**src/sv/lcdx_pkg.sv**
```systemverilog
// Shared types, constants and byte pattern helper for the LCD expander byte generator.
`default_nettype none

package lcdx_pkg;

   localparam int VALUE_WIDTH = 16;
   localparam int NUM_DIGITS  = 5;
   localparam int BCD_WIDTH   = 4 * NUM_DIGITS;
   localparam int STEP_WIDTH  = $clog2(VALUE_WIDTH);
   localparam int DIGIT_IDX_WIDTH = $clog2(NUM_DIGITS);

   localparam logic [6:0] DEVICE_ADDRESS_RESET = 7'h27;
   localparam logic [7:0] CURSOR_BASE_ROW0     = 8'h80;
   localparam logic [7:0] CURSOR_BASE_ROW1     = 8'hC0;
   localparam logic [3:0] DATA_LOW_EN          = 4'hD;
   localparam logic [3:0] DATA_LOW_NO_EN       = 4'h9;
   localparam logic [3:0] CTRL_LOW_EN          = 4'h4;
   localparam logic [3:0] CTRL_LOW_LAST        = 4'h8;
   localparam logic [3:0] CTRL_LOW_NONE        = 4'h0;
   localparam logic [3:0] ASCII_DIGIT_HI       = 4'h3;

   typedef enum logic [1:0] {
      CMD_DATA    = 2'd0,
      CMD_CONTROL = 2'd1,
      CMD_CURSOR  = 2'd2,
      CMD_NUMBER  = 2'd3
   } cmd_type;

   typedef enum logic [1:0] {
      ST_IDLE,
      ST_CONVERT,
      ST_EMIT
   } state_type;

   typedef struct packed {
      cmd_type     command;
      logic [7:0]  byte_value;
      logic [5:0]  column;
      logic        row;
      logic [15:0] number_value;
   } req_type;

   typedef struct packed {
      logic [7:0] bus_address;
      logic [7:0] expander_byte;
      logic       last_of_run;
   } rsp_type;

   // Byte number sub (0..3) of the four-byte run for one character or command.
   function automatic logic [7:0] expander_byte(input logic [7:0] ch, input logic is_ctrl,
                                                input logic [1:0] sub);
      logic [3:0] nib;
      logic [3:0] low;
      nib = sub[1] ? ch[3:0] : ch[7:4];
      if (!is_ctrl) begin
         low = sub[0] ? DATA_LOW_NO_EN : DATA_LOW_EN;
      end else begin
         case (sub)
            2'd1:    low = CTRL_LOW_NONE;
            2'd3:    low = CTRL_LOW_LAST;
            default: low = CTRL_LOW_EN;
         endcase
      end
      return {nib, low};
   endfunction

endpackage

`default_nettype wire

```
**src/sv/lcdx_bcd.sv**
```systemverilog
// Iterative binary to BCD converter, one shift-and-adjust step per cycle.
`default_nettype none

module lcdx_bcd
   import lcdx_pkg::*;
(
   input  wire logic                   clock,
   input  wire logic                   reset,
   input  wire logic                   start,
   input  wire logic [VALUE_WIDTH-1:0] value,
   output logic                        done,
   output logic [BCD_WIDTH-1:0]        digits
);

   logic                   active_ff, active_in;
   logic                   done_ff, done_in;
   logic [STEP_WIDTH-1:0]  count_ff, count_in;
   logic [VALUE_WIDTH-1:0] shift_ff, shift_in;
   logic [BCD_WIDTH-1:0]   bcd_ff, bcd_in;
   logic [BCD_WIDTH-1:0]   adj;

   always_comb begin
      for (int i = 0; i < NUM_DIGITS; i++) begin
         adj[4*i +: 4] = (bcd_ff[4*i +: 4] >= 4'd5) ? bcd_ff[4*i +: 4] + 4'd3
                                                     : bcd_ff[4*i +: 4];
      end
   end

   always_comb begin
      active_in = active_ff;
      done_in   = 1'b0;
      count_in  = count_ff;
      shift_in  = shift_ff;
      bcd_in    = bcd_ff;
      if (start) begin
         active_in = 1'b1;
         count_in  = '0;
         shift_in  = value;
         bcd_in    = '0;
      end else if (active_ff) begin
         bcd_in   = {adj[BCD_WIDTH-2:0], shift_ff[VALUE_WIDTH-1]};
         shift_in = {shift_ff[VALUE_WIDTH-2:0], 1'b0};
         count_in = count_ff + 1'b1;
         if (count_ff == STEP_WIDTH'(VALUE_WIDTH - 1)) begin
            active_in = 1'b0;
            done_in   = 1'b1;
         end
      end
   end

   always_ff @(posedge clock) begin
      if (reset) begin
         active_ff <= 1'b0;
         done_ff   <= 1'b0;
         count_ff  <= '0;
      end else begin
         active_ff <= active_in;
         done_ff   <= done_in;
         count_ff  <= count_in;
      end
      shift_ff <= shift_in;
      bcd_ff   <= bcd_in;
   end

   assign done   = done_ff;
   assign digits = bcd_ff;

endmodule

`default_nettype wire

```
**src/sv/char_lcd_expander_byte_generator.sv**
```systemverilog
// Top level: request sequencer and output register of the LCD expander byte generator.
//
//  channel  dir  handshake             payload
//  req_     in   req_valid/req_stall   req_type (command, byte, column, row, number)
//  rsp_     out  rsp_valid/rsp_stall   rsp_type (bus address, expander byte, last)
//  csr_     in   csr_valid/csr_ready   7-bit device address
//
// Data, control and cursor requests: accepted in ST_IDLE, then 4 bytes, one a cycle while the output is not stalled.
// Number requests: accepted in ST_IDLE, then the 16-step BCD shift loop in ST_CONVERT,
// then 4 bytes per printed digit (up to 20).
// Output stalls hold the sequencer; req_stall is high whenever a request is in work.
// Reset is synchronous; the device address returns to 0x27.
`default_nettype none

module char_lcd_expander_byte_generator
   import lcdx_pkg::*;
(
   input  wire logic       clock,
   input  wire logic       reset,
   input  wire logic       req_valid,
   output logic            req_stall,
   input  wire req_type    req_payload,
   output logic            rsp_valid,
   input  wire logic       rsp_stall,
   output rsp_type         rsp_payload,
   input  wire logic       csr_valid,
   output logic            csr_ready,
   input  wire logic [6:0] csr_wdata
);

   state_type                  state_ff, state_in;
   logic [6:0]                 addr_ff;
   logic [7:0]                 char_ff, char_in;
   logic                       ctrl_ff, ctrl_in;
   logic [1:0]                 sub_ff, sub_in;
   logic [DIGIT_IDX_WIDTH-1:0] digit_ff, digit_in;
   logic                       rsp_valid_ff, rsp_valid_in;
   rsp_type                    rsp_ff, rsp_in;
   logic                       load;
   logic                       bcd_start;
   logic                       bcd_done;
   logic [BCD_WIDTH-1:0]       bcd_digits;
   logic [DIGIT_IDX_WIDTH-1:0] lead;
   logic [DIGIT_IDX_WIDTH-1:0] dsel;
   logic [7:0]                 cursor_byte;

   lcdx_bcd u_bcd (
      .clock  (clock),
      .reset  (reset),
      .start  (bcd_start),
      .value  (req_payload.number_value),
      .done   (bcd_done),
      .digits (bcd_digits)
   );

   assign csr_ready = 1'b1;
   assign req_stall = (state_ff != ST_IDLE);
   assign cursor_byte = (req_payload.row ? CURSOR_BASE_ROW1 : CURSOR_BASE_ROW0)
                        + {2'b00, req_payload.column};
   assign dsel = digit_ff - 1'b1;

   always_comb begin
      lead = '0;
      for (int i = 1; i < NUM_DIGITS; i++) begin
         if (bcd_digits[4*i +: 4] != 4'd0) begin
            lead = DIGIT_IDX_WIDTH'(i);
         end
      end
   end

   always_comb begin
      state_in     = state_ff;
      char_in      = char_ff;
      ctrl_in      = ctrl_ff;
      sub_in       = sub_ff;
      digit_in     = digit_ff;
      bcd_start    = 1'b0;
      load         = 1'b0;
      rsp_in       = rsp_ff;
      rsp_valid_in = rsp_valid_ff & rsp_stall;
      unique case (state_ff)
         ST_IDLE: begin
            sub_in   = '0;
            digit_in = '0;
            if (req_valid) begin
               unique case (req_payload.command)
                  CMD_DATA: begin
                     char_in  = req_payload.byte_value;
                     ctrl_in  = 1'b0;
                     state_in = ST_EMIT;
                  end
                  CMD_CONTROL: begin
                     char_in  = req_payload.byte_value;
                     ctrl_in  = 1'b1;
                     state_in = ST_EMIT;
                  end
                  CMD_CURSOR: begin
                     char_in  = cursor_byte;
                     ctrl_in  = 1'b1;
                     state_in = ST_EMIT;
                  end
                  default: begin
                     ctrl_in   = 1'b0;
                     bcd_start = 1'b1;
                     state_in  = ST_CONVERT;
                  end
               endcase
            end
         end
         ST_CONVERT: begin
            if (bcd_done) begin
               digit_in = lead;
               char_in  = {ASCII_DIGIT_HI, bcd_digits[{lead, 2'b00} +: 4]};
               state_in = ST_EMIT;
            end
         end
         ST_EMIT: begin
            if (!rsp_valid_ff || !rsp_stall) begin
               load                 = 1'b1;
               rsp_valid_in         = 1'b1;
               rsp_in.bus_address   = {addr_ff, 1'b0};
               rsp_in.expander_byte = expander_byte(char_ff, ctrl_ff, sub_ff);
               rsp_in.last_of_run   = (sub_ff == 2'd3) && (digit_ff == '0);
               sub_in               = sub_ff + 1'b1;
               if (sub_ff == 2'd3) begin
                  if (digit_ff == '0) begin
                     state_in = ST_IDLE;
                  end else begin
                     digit_in = dsel;
                     char_in  = {ASCII_DIGIT_HI, bcd_digits[{dsel, 2'b00} +: 4]};
                  end
               end
            end
         end
         default: state_in = ST_IDLE;
      endcase
   end

   always_ff @(posedge clock) begin
      if (reset) begin
         state_ff     <= ST_IDLE;
         addr_ff      <= DEVICE_ADDRESS_RESET;
         rsp_valid_ff <= 1'b0;
         sub_ff       <= '0;
         digit_ff     <= '0;
      end else begin
         state_ff     <= state_in;
         rsp_valid_ff <= rsp_valid_in;
         sub_ff       <= sub_in;
         digit_ff     <= digit_in;
         if (csr_valid && csr_ready) begin
            addr_ff <= csr_wdata;
         end
      end
      char_ff <= char_in;
      ctrl_ff <= ctrl_in;
      rsp_ff  <= rsp_in;
   end

   assign rsp_valid   = rsp_valid_ff;
   assign rsp_payload = rsp_ff;

`ifndef SYNTHESIS
   a_done_in_convert: assert property (@(posedge clock) disable iff (reset)
      bcd_done |-> state_ff == ST_CONVERT)
      else $error("BCD done outside conversion");

   a_last_ends_run: assert property (@(posedge clock) disable iff (reset)
      (load && rsp_in.last_of_run) |=> state_ff == ST_IDLE)
      else $error("run did not end after last byte");

   a_digit_is_ascii: assert property (@(posedge clock) disable iff (reset)
      (state_ff == ST_EMIT && digit_ff != '0) |-> char_ff[7:4] == ASCII_DIGIT_HI)
      else $error("non-digit character in number run");
`endif

endmodule

`default_nettype wire

```
**config.mk**
```make
export PLATFORM = sky130hd
export DESIGN_NAME = char_lcd_expander_byte_generator
export DESIGN_NICKNAME = d
export VERILOG_FILES = /design/src/sv/lcdx_pkg.sv /design/src/sv/lcdx_bcd.sv /design/src/sv/char_lcd_expander_byte_generator.sv
export SDC_FILE = /design/constraint.sdc
export NUM_CORES = 1
export LEC_CHECK = 0
export BUFFER_PORTS_ARGS = -buffer_cell sky130_fd_sc_hd__buf_2
export CORE_ASPECT_RATIO = 1.5
export CORE_MARGIN = 10
export CORE_UTILIZATION = 40
export CTS_BUF_LIST = sky130_fd_sc_hd__clkbuf_16
export CTS_CLUSTER_SIZE = 20
export DETAILED_ROUTE_END_ITERATION = 8
export GPL_TIMING_DRIVEN = 0
export PLACE_DENSITY_LB_ADDON = 0.25
export SKIP_CTS_REPAIR_TIMING = 1
export SYNTH_ARGS = -nofsm -noshare
export SYNTH_HDL_FRONTEND = slang
export SYNTH_SLANG_ARGS = --single-unit
```
**constraint.sdc**
```tcl
create_clock -name clock -period 3.1 [get_ports clock]
set_input_delay 0.155 -clock clock [delete_from_list [all_inputs] [get_ports clock]]
set_output_delay 0.155 -clock clock [all_outputs]
set_load 0.05 [all_outputs]
```
* Word level (Yosys, flattened, before mapping)
Index checks and enable logic that the tools add are counted.
** Cells by class
- Add/subtract/negate cells :: 9
- Multiply operators :: 0
- Div/mod/pow operators :: 0
- Magnitude comparators :: 5
- Eq/ne operators :: 14
- Shifts and indexed selects :: 2
- Multiplexer cells :: 47
- Bitwise logic cells :: 2
- Reduce and logical (&&, ||, !) cells :: 26
** Operators with widths (count)
- $mux 8 :: 5
- $shiftx 20x6->4 :: 2
- $mux 16 :: 2
- $mux 3 :: 8
- $mux 4 :: 6
- $pmux 8 s3 :: 1
- $ge 4x3->1 const B :: 5
- $add 4x2->4 const B :: 4
- $mux 2 :: 8
- $pmux 8 s2 :: 1
- $reduce_bool 4->1 :: 4
- $mux 1 :: 11
- $ne 2x2->1 const B :: 5
- $reduce_and 5->1 :: 2
- $pmux 3 s3 :: 1
- $add 8x6->8 :: 1
- $pmux 4 s2 :: 1
- $mux 7 :: 1
- $reduce_and 7->1 :: 1
- $eq 2x1->1 const B :: 3
- $eq 2x2->1 const B :: 3
- $pmux 2 s3 :: 1
- $reduce_and 2->1 :: 3
- $reduce_bool 2->1 :: 3
- other kinds (18) :: 23
** Word-level totals
- Register bits after elaboration :: 82
- Latch bits :: 0
- Bits in writable memories :: 0
- Memory bits (read-only) :: 0
- Bits of input ports :: 45
- Output and inout bits :: 20
- Word-level logic and storage cells :: 120
- Memories kept :: 0

* Longest topological paths before layout
Gate-level depths: netlist (run 1).
- Depth in word-level cells :: 8
- Depth in mapped cells :: 8
- Depth with buffers taken out :: 7

* Cells and area by module
From an unflattened synthesis (run 1), not the netlist that was laid out.
** Second synthesis, totals
- Cells, all modules :: 408
- Area, all modules :: 4254.1 um2
** Modules (own cells, without submodules)
- lcdx_bcd :: times used 1, cells each 209, area each 2129.5 um2, seq. area each 1001.0 um2
- char_lcd_expander_byte_generator :: times used 1, cells each 199, area each 2124.5 um2, seq. area each 1021.0 um2

* Worst setup path before layout (run 1)
Ideal clock, no wire load.
- Path kind :: reg-to-reg
- From :: reg state_ff[0]
- To :: reg char_ff[3] (data pin)
- Library setup time :: 0.256 ns
- Arrival :: 1.908 ns
- Required time :: 2.844 ns
- Path slack :: 0.936 ns
- Cell stages (with the launch flop) :: 9
- Path buffers :: 1
- Clock period less this slack :: 2.164 ns
- Path through :: dfxtp_1 > inv_1 > ha_1 > buf_6 > or4b_4 > nand2_2 > nand2_4 > a211o_1 > a41o_1
** On the way
- Cells in the longest elaborated chain, start to end :: 2
- Elaborated cells between the ends (all ways) :: 4
- Those cells by class :: 2 x eq/ne; 1 x mux; 1 x reduce/logical
** RTL lines
- start: declaration :: line char_lcd_expander_byte_generator.sv:31 : state_type state_ff, state_in;
- start signal: assignment :: line char_lcd_expander_byte_generator.sv:147 : state_ff <= state_in;
- $eq 2x2->1, or another cell as far along :: line char_lcd_expander_byte_generator.sv:81 : unique case (state_ff)
- $pmux 8 s3 (*) :: line char_lcd_expander_byte_generator.sv:81
- named net char_in[3] :: line char_lcd_expander_byte_generator.sv:33 : logic [7:0] char_ff, char_in;
- end signal: assignment :: line char_lcd_expander_byte_generator.sv:155 : char_ff <= char_in;
- end: declaration :: line char_lcd_expander_byte_generator.sv:33
The timed path passes the listed nets; every way through them passes the cells marked *.
A chain may end at the register's enable or synchronous reset.

* Worst setup path after layout (run 1)
- From :: reg state_ff[0]
- To :: reg char_ff[1] (data pin)
Same word-level chain as after synthesis.

==> results of run 1 <==
[sequential cells by signal (all words and copies together), names as in the netlist, 2 cells and up]
register and count:
rsp_payload 15, state_ff 2, u_bcd.shift_ff 16, char_ff 8
u_bcd.digits 20, sub_ff 2, addr_ff 7, u_bcd.count_ff 4
digit_ff 3
[worst max-delay path, stage by stage (launching register included)]
cell      delay [ns]
dfxtp_1         0.38
inv_1           0.08
ha_1            0.22
buf_6           0.14
nor4b_1         0.47
o21ai_0         0.23
a21o_1          0.24
a211oi_1        0.28
o31ai_1         0.13
[path summary, 6_finish.rpt]
check                      startpoint                         to  slack, ns  depth (start not counted)
max          state_ff[0]$_SDFFE_PP0P_       char_ff[1]$_DFFE_PP_       0.64                          8
min reg2reg   addr_ff[0]$_SDFFE_PP1P_  rsp_payload[10]$_DFFE_PP_       0.42                          0
max reg2reg  state_ff[0]$_SDFFE_PP0P_       char_ff[1]$_DFFE_PP_       0.64                          8
min                      csr_wdata[2]    addr_ff[2]$_SDFFE_PP1P_       0.02                          2
[through the flow]
step | setup slack (ns) | cell area (µm²)
after floorplan | 0.936 | 4140
after global placement | 0.658 | 4590
after detailed placement | 0.662 | 4590
after CTS | 0.640 | 4870
after global routing | 0.359 | 4870
final | 0.644 | 4870
[layer usage]
layer,wire length (µm),vias up
li1,-,1534
met1,3450,1452
met2,4810,54
met3,379,12
met4,171,0
met5,0,-
[power by group through the flow]
stage	sequential, W	combinational, W	clock (W)
2_1_floorplan	0.00187	0.00125	0
3_3_place_gp	0.00169	0.00184	0
3_5_place_dp	0.00170	0.00189	0
4_1_cts	0.00167	0.00190	0.00101
5_1_grt	0.00171	0.00210	0.00105
6_report	0.00167	0.00188	0.000987
[cell usage in the layout, fill, tap and decap left out, types with 18 or more instances in the layout]
cell / count
mux2_2: 19
edfxtp_1: 40
a21oi_1: 26
dfxtp_1: 41
nor2_1: 20
inv_1: 25
nand3_1: 18
nand2_1: 26
ha_1: 24
mux2i_1: 19
buf_2: 61
[area by class of cell]
cell class	count	area share (%)
buffer	17	1.70
tap	117	3.01
clock buffer	9	4.62
inverter	25	1.93
clock inverter	7	1.08
multi-input combinational	269	39.9
timing repair buffer	61	6.27
sequential	81	41.5
[cells by family after synthesis]
logic type | Yosys count
simple gates | 115
flops | 81
compound gates | 77
buf+inv | 42
mux | 38
fa+ha+maj | 24
xor+xnor | 12
other cells | 2
==> impl_metrics.tcl, run 1 <==
set metrics [dict create \
    yosys_warnings 0 \
    skew_ns 0.00747 \
    instances_no_fill 586 \
    synth_top_area_share_pct 29.0 \
    fmax_ghz 0.407 \
    p_per_area_nw_per_um2 931 \
    antenna_found_initial 0 \
    syn_inst 391 \
    ir_drop_uv 378 \
    clkTransAtPathRegs_ns 0.07 \
    die_area_um2 14900 \
    die_w_um 103 \
    grt_pass1_vias 3166 \
    fin_crit_ns 2.46 \
    grt_pass1_wl_um 14700 \
    p_sw_share_pct 40.5 \
    required_ns 3.17 \
    yosysUniqueCellTypes 50 \
    intPower_w 0.00270 \
    pwr-share-comb_pct 41.4 \
    worst_slew_pin_slew_ns 0.712 \
    setup_viol 0 \
    power_frac_clock_pct 21.8 \
    synth_edf_count 40 \
    rows 45 \
    period_share_pct 79.2 \
    synth_area_um2 4140 \
    seq_power_share_pct 36.9 \
    drv_cap 0 \
    synth_compound_area_share_pct 12.1 \
    tns_ns 0 \
    synth_xor_area_share_pct 2.54 \
    p_switching_w 0.00184 \
    status "complete, no violations" \
    synth_top_family_by_area "simple AND/OR/NAND/NOR gates" \
    grt_max_degree 17 \
    via_count 3052 \
    clock_sink_count 81 \
    drt_first_pass_iters 4 \
    crit_fanout 10 \
    seq_area_frac_synth_pct 48.9 \
    slew_viol_final 0 \
    synth_ff_type "dfxtp_1" \
    slew_headroom_pct 52.5 \
    gp_congestion 0.831 \
    die_y_um 145 \
    drt_iter0_drc 133 \
    synthMuxAreaShare_pct 9.77 \
    finalHoldViolCount 0 \
    async_flop_share_pct 0 \
    use_met2_pct 22.9 \
    synth_most_common_cell "dfxtp_1" \
    port_buffers 61 \
    critical_path_class "reg2reg" \
    io-pin-count 65 \
    multi_input_area_um2 1940 \
    whs_ns 0.0206 \
    drive_gt1_share_pct 24.1 \
    ant_nets 0 \
    synth.avg_cell_area_um2 10.6 \
    nFillCells 972 \
    area_growth_pct 17.7 \
    vias_per_cell 5.21 \
    total_power_w 0.00454 \
    grt.overflow.total 0 \
    synth_common_cells "dfxtp_1 (41), edfxtp_1 (40), a21oi_1 (26), nand2_1 (26)" \
    p_leak_nw 1.95 \
    synthSimpleGateAreaFrac_pct 15.0 \
    grt_util_all_layers_pct 12.5 \
    setup.worst_path.start_class "flop" \
    synth_seq_cells 81 \
    clock_path_buffers 2 \
    hold_path.class "in2reg" \
    cts-root-buf "clkbuf_16" \
    utilization_pct 48.1 \
    hpwl_um 6750 \
    clk_latency_ns 0.34 \
    synth_area_leaders "edfxtp_1 (29%), dfxtp_1 (20%), ha_1 (7.3%)" \
    start_util_pct 40.8 \
    fp.coreArea_um2 10100 \
    cts_buffers 9 \
    grt-busiest-layer "met2" \
    htreeDepth 3 \
    dp.cells 570 \
    fin_nets 533 \
    grt_util_met3_pct 3.34 \
    cts_tree "yes" \
    end_kind "flop" \
    wl_um 8810 \
    drcViolationCount 0 \
    num_antenna_cells 0 \
    worst-endpoint-arrival_ns 2.53 \
    rsz0062_at_grt "no" \
    routedWlPerCell_um 15.0 \
    final-seq-area_um2 2020 \
    synthAdderAreaFrac_pct 7.26 \
    gr-usage-met1_pct 12.7 \
    yosysTopAreaCell "edfxtp_1" \
]
Power figures use the tool's default switching activity.
==> run 2, diff against run 1 <==
ABC_AREA = 1   (was default)
clock period = 2.35 ns   (was 3.1 ns; I/O delays follow)
==> impl_metrics.tcl, run 2 <==
set metrics [dict create \
    p_sw_share_pct 41.7 \
    crit_fanout 25 \
    hold_start "csr_wdata[5]" \
    power_frac_clock_pct 20.6 \
    vias_per_cell 4.98 \
    htreeDepth 3 \
    whs_ns -0.00194 \
    grt_pass1_vias 3431 \
    rsz0062_at_grt "no" \
    intPower_w 0.00347 \
    synth_common_cells "nand2_1 (129), inv_1 (49), dfxtp_1 (41), edfxtp_1 (40), nand3_1 (36)" \
    p_per_area_nw_per_um2 1240 \
    clkTransAtPathRegs_ns 0.06 \
    num_antenna_cells 0 \
    clock_path_buffers 2 \
    layout.cells.most_common "nand2_1" \
    antenna_found_initial 0 \
    start_util_pct 41.3 \
    p_switching_w 0.00249 \
    yosysUniqueCellTypes 38 \
    io-pin-count 65 \
    period_share_pct 90.2 \
    place_ws_ns -0.245 \
    crit_start "state_ff[0]$_SDFFE_PP0P_" \
    grt_max_degree 26 \
    wl_um 8830 \
    grt.overflow.total 0 \
    status "finished with violations" \
    grt_pass1_wl_um 14900 \
    yosys_warnings 0 \
    yosysTopAreaCell "edfxtp_1" \
    slew_headroom_pct 62.8 \
    drcViolationCount 0 \
    hold_path.class "in2reg" \
    drt_first_pass_iters 4 \
    synth_area_um2 4050 \
    synth_most_common_cell "nand2_1" \
    cts_buffers 9 \
    synth_ff_type "dfxtp_1" \
    gp_congestion 0.877 \
    reg2reg_from "state_ff[0]$_SDFFE_PP0P_" \
    fin_crit_ns 2.12 \
    critical_path_class "reg2reg" \
    ant_nets 0 \
    worst_slew_pin_slew_ns 0.557 \
    setup_viol 0 \
    fmax_ghz 0.472 \
    via_count 3338 \
    die_y_um 143 \
    nFillCells 972 \
    fp.coreArea_um2 9800 \
    async_flop_share_pct 0 \
    finalHoldViolCount 1 \
    setup.worst_path.start_class "flop" \
    synth_area_leaders "edfxtp_1 (30%), dfxtp_1 (20%), nand2_1 (12%)" \
    die_w_um 102 \
    end_kind "flop" \
    area_growth_pct 18.2 \
    seq_area_frac_synth_pct 49.9 \
    largest_reg_flops 20 \
    drt_iter0_drc 157 \
    cpPeakStageDelay_ns 0.37 \
    grt_util_all_layers_pct 12.6 \
    clock_sink_count 81 \
    cpMostUsedCell "nand2_1" \
    p_leak_nw 2.13 \
    final.setup.worst_slack_ns 0.231 \
    skew_ns 0.00440 \
    routedWlPerCell_um 13.2 \
    cts_tree "yes" \
    synth.avg_cell_area_um2 8.49 \
    required_ns 2.35 \
    pwr-share-comb_pct 43.5 \
    worst-endpoint-arrival_ns 2.12 \
    layout_common_cells "nand2_1 (129), buf_2 (62), inv_1 (49), dfxtp_1 (41), edfxtp_1 (40)" \
    critPathTopFamily "simple AND/OR/NAND/NOR gates" \
    rows 44 \
    die_area_um2 14600 \
    violations "hold timing" \
    synth_top_area_share_pct 29.7 \
    cp_slowest_cell "buf_4" \
    port_buffers 61 \
    clk_latency_ns 0.33 \
    cp_cell_sequence "inv_1 > ha_1 > nand2_1 > nor2_4 > inv_2 > nand2_1 > buf_4" \
    hpwl_um 6980 \
    fin_nets 619 \
    seq_power_share_pct 35.9 \
    synth_edf_count 40 \
    drv_cap 0 \
    cts-root-buf "clkbuf_16" \
    synth_seq_cells 81 \
    worst-path-buf-inv 3 \
    drive_gt1_share_pct 18.6 \
    syn_inst 477 \
    ir_drop_uv 510 \
    slew_viol_final 0 \
]
## run 2: cell families (layout without fill, tap and decap cells)
| group | after synthesis | after routing | synth area share, % |
|---|---|---|---|
| XOR/XNOR | 1 | 1 | 0.216 |
| flip-flops | 81 | 81 | 49.9 |
| buffers and inverters | 68 | 145 | 6.89 |
| AND/OR/NAND/NOR | 217 | 217 | 23.3 |
| other | 2 | 3 | 0.185 |
| adder cells (fa/ha/maj) | 24 | 24 | 7.42 |
| AO/OA/AOI/OAI | 84 | 84 | 12.0 |
## run 2: worst paths after layout
check | end | slack, ns | cells past startpoint
hold reg to reg | rsp_payload[13]$_DFFE_PP_ | 0.43 | 0
setup / recovery | u_bcd.shift_ff[13]$_DFFE_PP_ | 0.23 | 7
setup reg to reg | u_bcd.shift_ff[13]$_DFFE_PP_ | 0.23 | 7
hold / removal | addr_ff[5]$_SDFFE_PP1P_ | -0.002 | 3
## run 2: stage by stage
step / total power (W) / TNS (ns) / cells / instance area (µm²) / util, %
after floorplan: 0.00413 / 0 / 478 / 4050 / -
after global placement: 0.00468 / -1.79 / 654 / 4500 / 45.9
after detailed placement: 0.00473 / -1.96 / 654 / 4500 / 45.9
after CTS: 0.00597 / -2.14 / 670 / 4760 / 48.6
after global routing: 0.00644 / 0 / 670 / 4780 / 48.8
final: 0.00596 / 0 / 670 / 4780 / 48.8
## run 2: power groups by stage
stage,clock (W),combinational (W),sequential [W]
2_1_floorplan,0,0.00178,0.00235
3_3_place_gp,0,0.00252,0.00216
3_5_place_dp,0,0.00256,0.00217
4_1_cts,0.00125,0.00257,0.00214
5_1_grt,0.00131,0.00294,0.00219
6_report,0.00123,0.00259,0.00214
## run 2: cell type report
cell class / instances / area (µm²) / area share (%)
flip-flops and latches: 81 / 2020 / 42.3
multi-input cells: 329 / 1770 / 37.0
repair buffers: 61 / 305 / 6.38
clock buffers: 9 / 225 / 4.71
inverters: 55 / 206 / 4.31
well taps: 115 / 144 / 3.01
plain buffers: 13 / 75.1 / 1.57
clock inverters: 7 / 37.5 / 0.785
## run 2: worst reg2reg max path: stages, from the launching register on
cell and delay (ns):
dfxtp_1 0.34, inv_1 0.09, ha_1 0.26, nand2_1 0.14, nor2_4 0.25, inv_2 0.08, nand2_1 0.24, buf_4 0.37
## run 2: layer usage
metal | share of wire, % | track usage (%)
met1 | 41 | 13.1
met2 | 52 | 23.1
met3 | 4.6 | 2.71
met4 | 2.9 | 5.66
met5 | 0 | 0
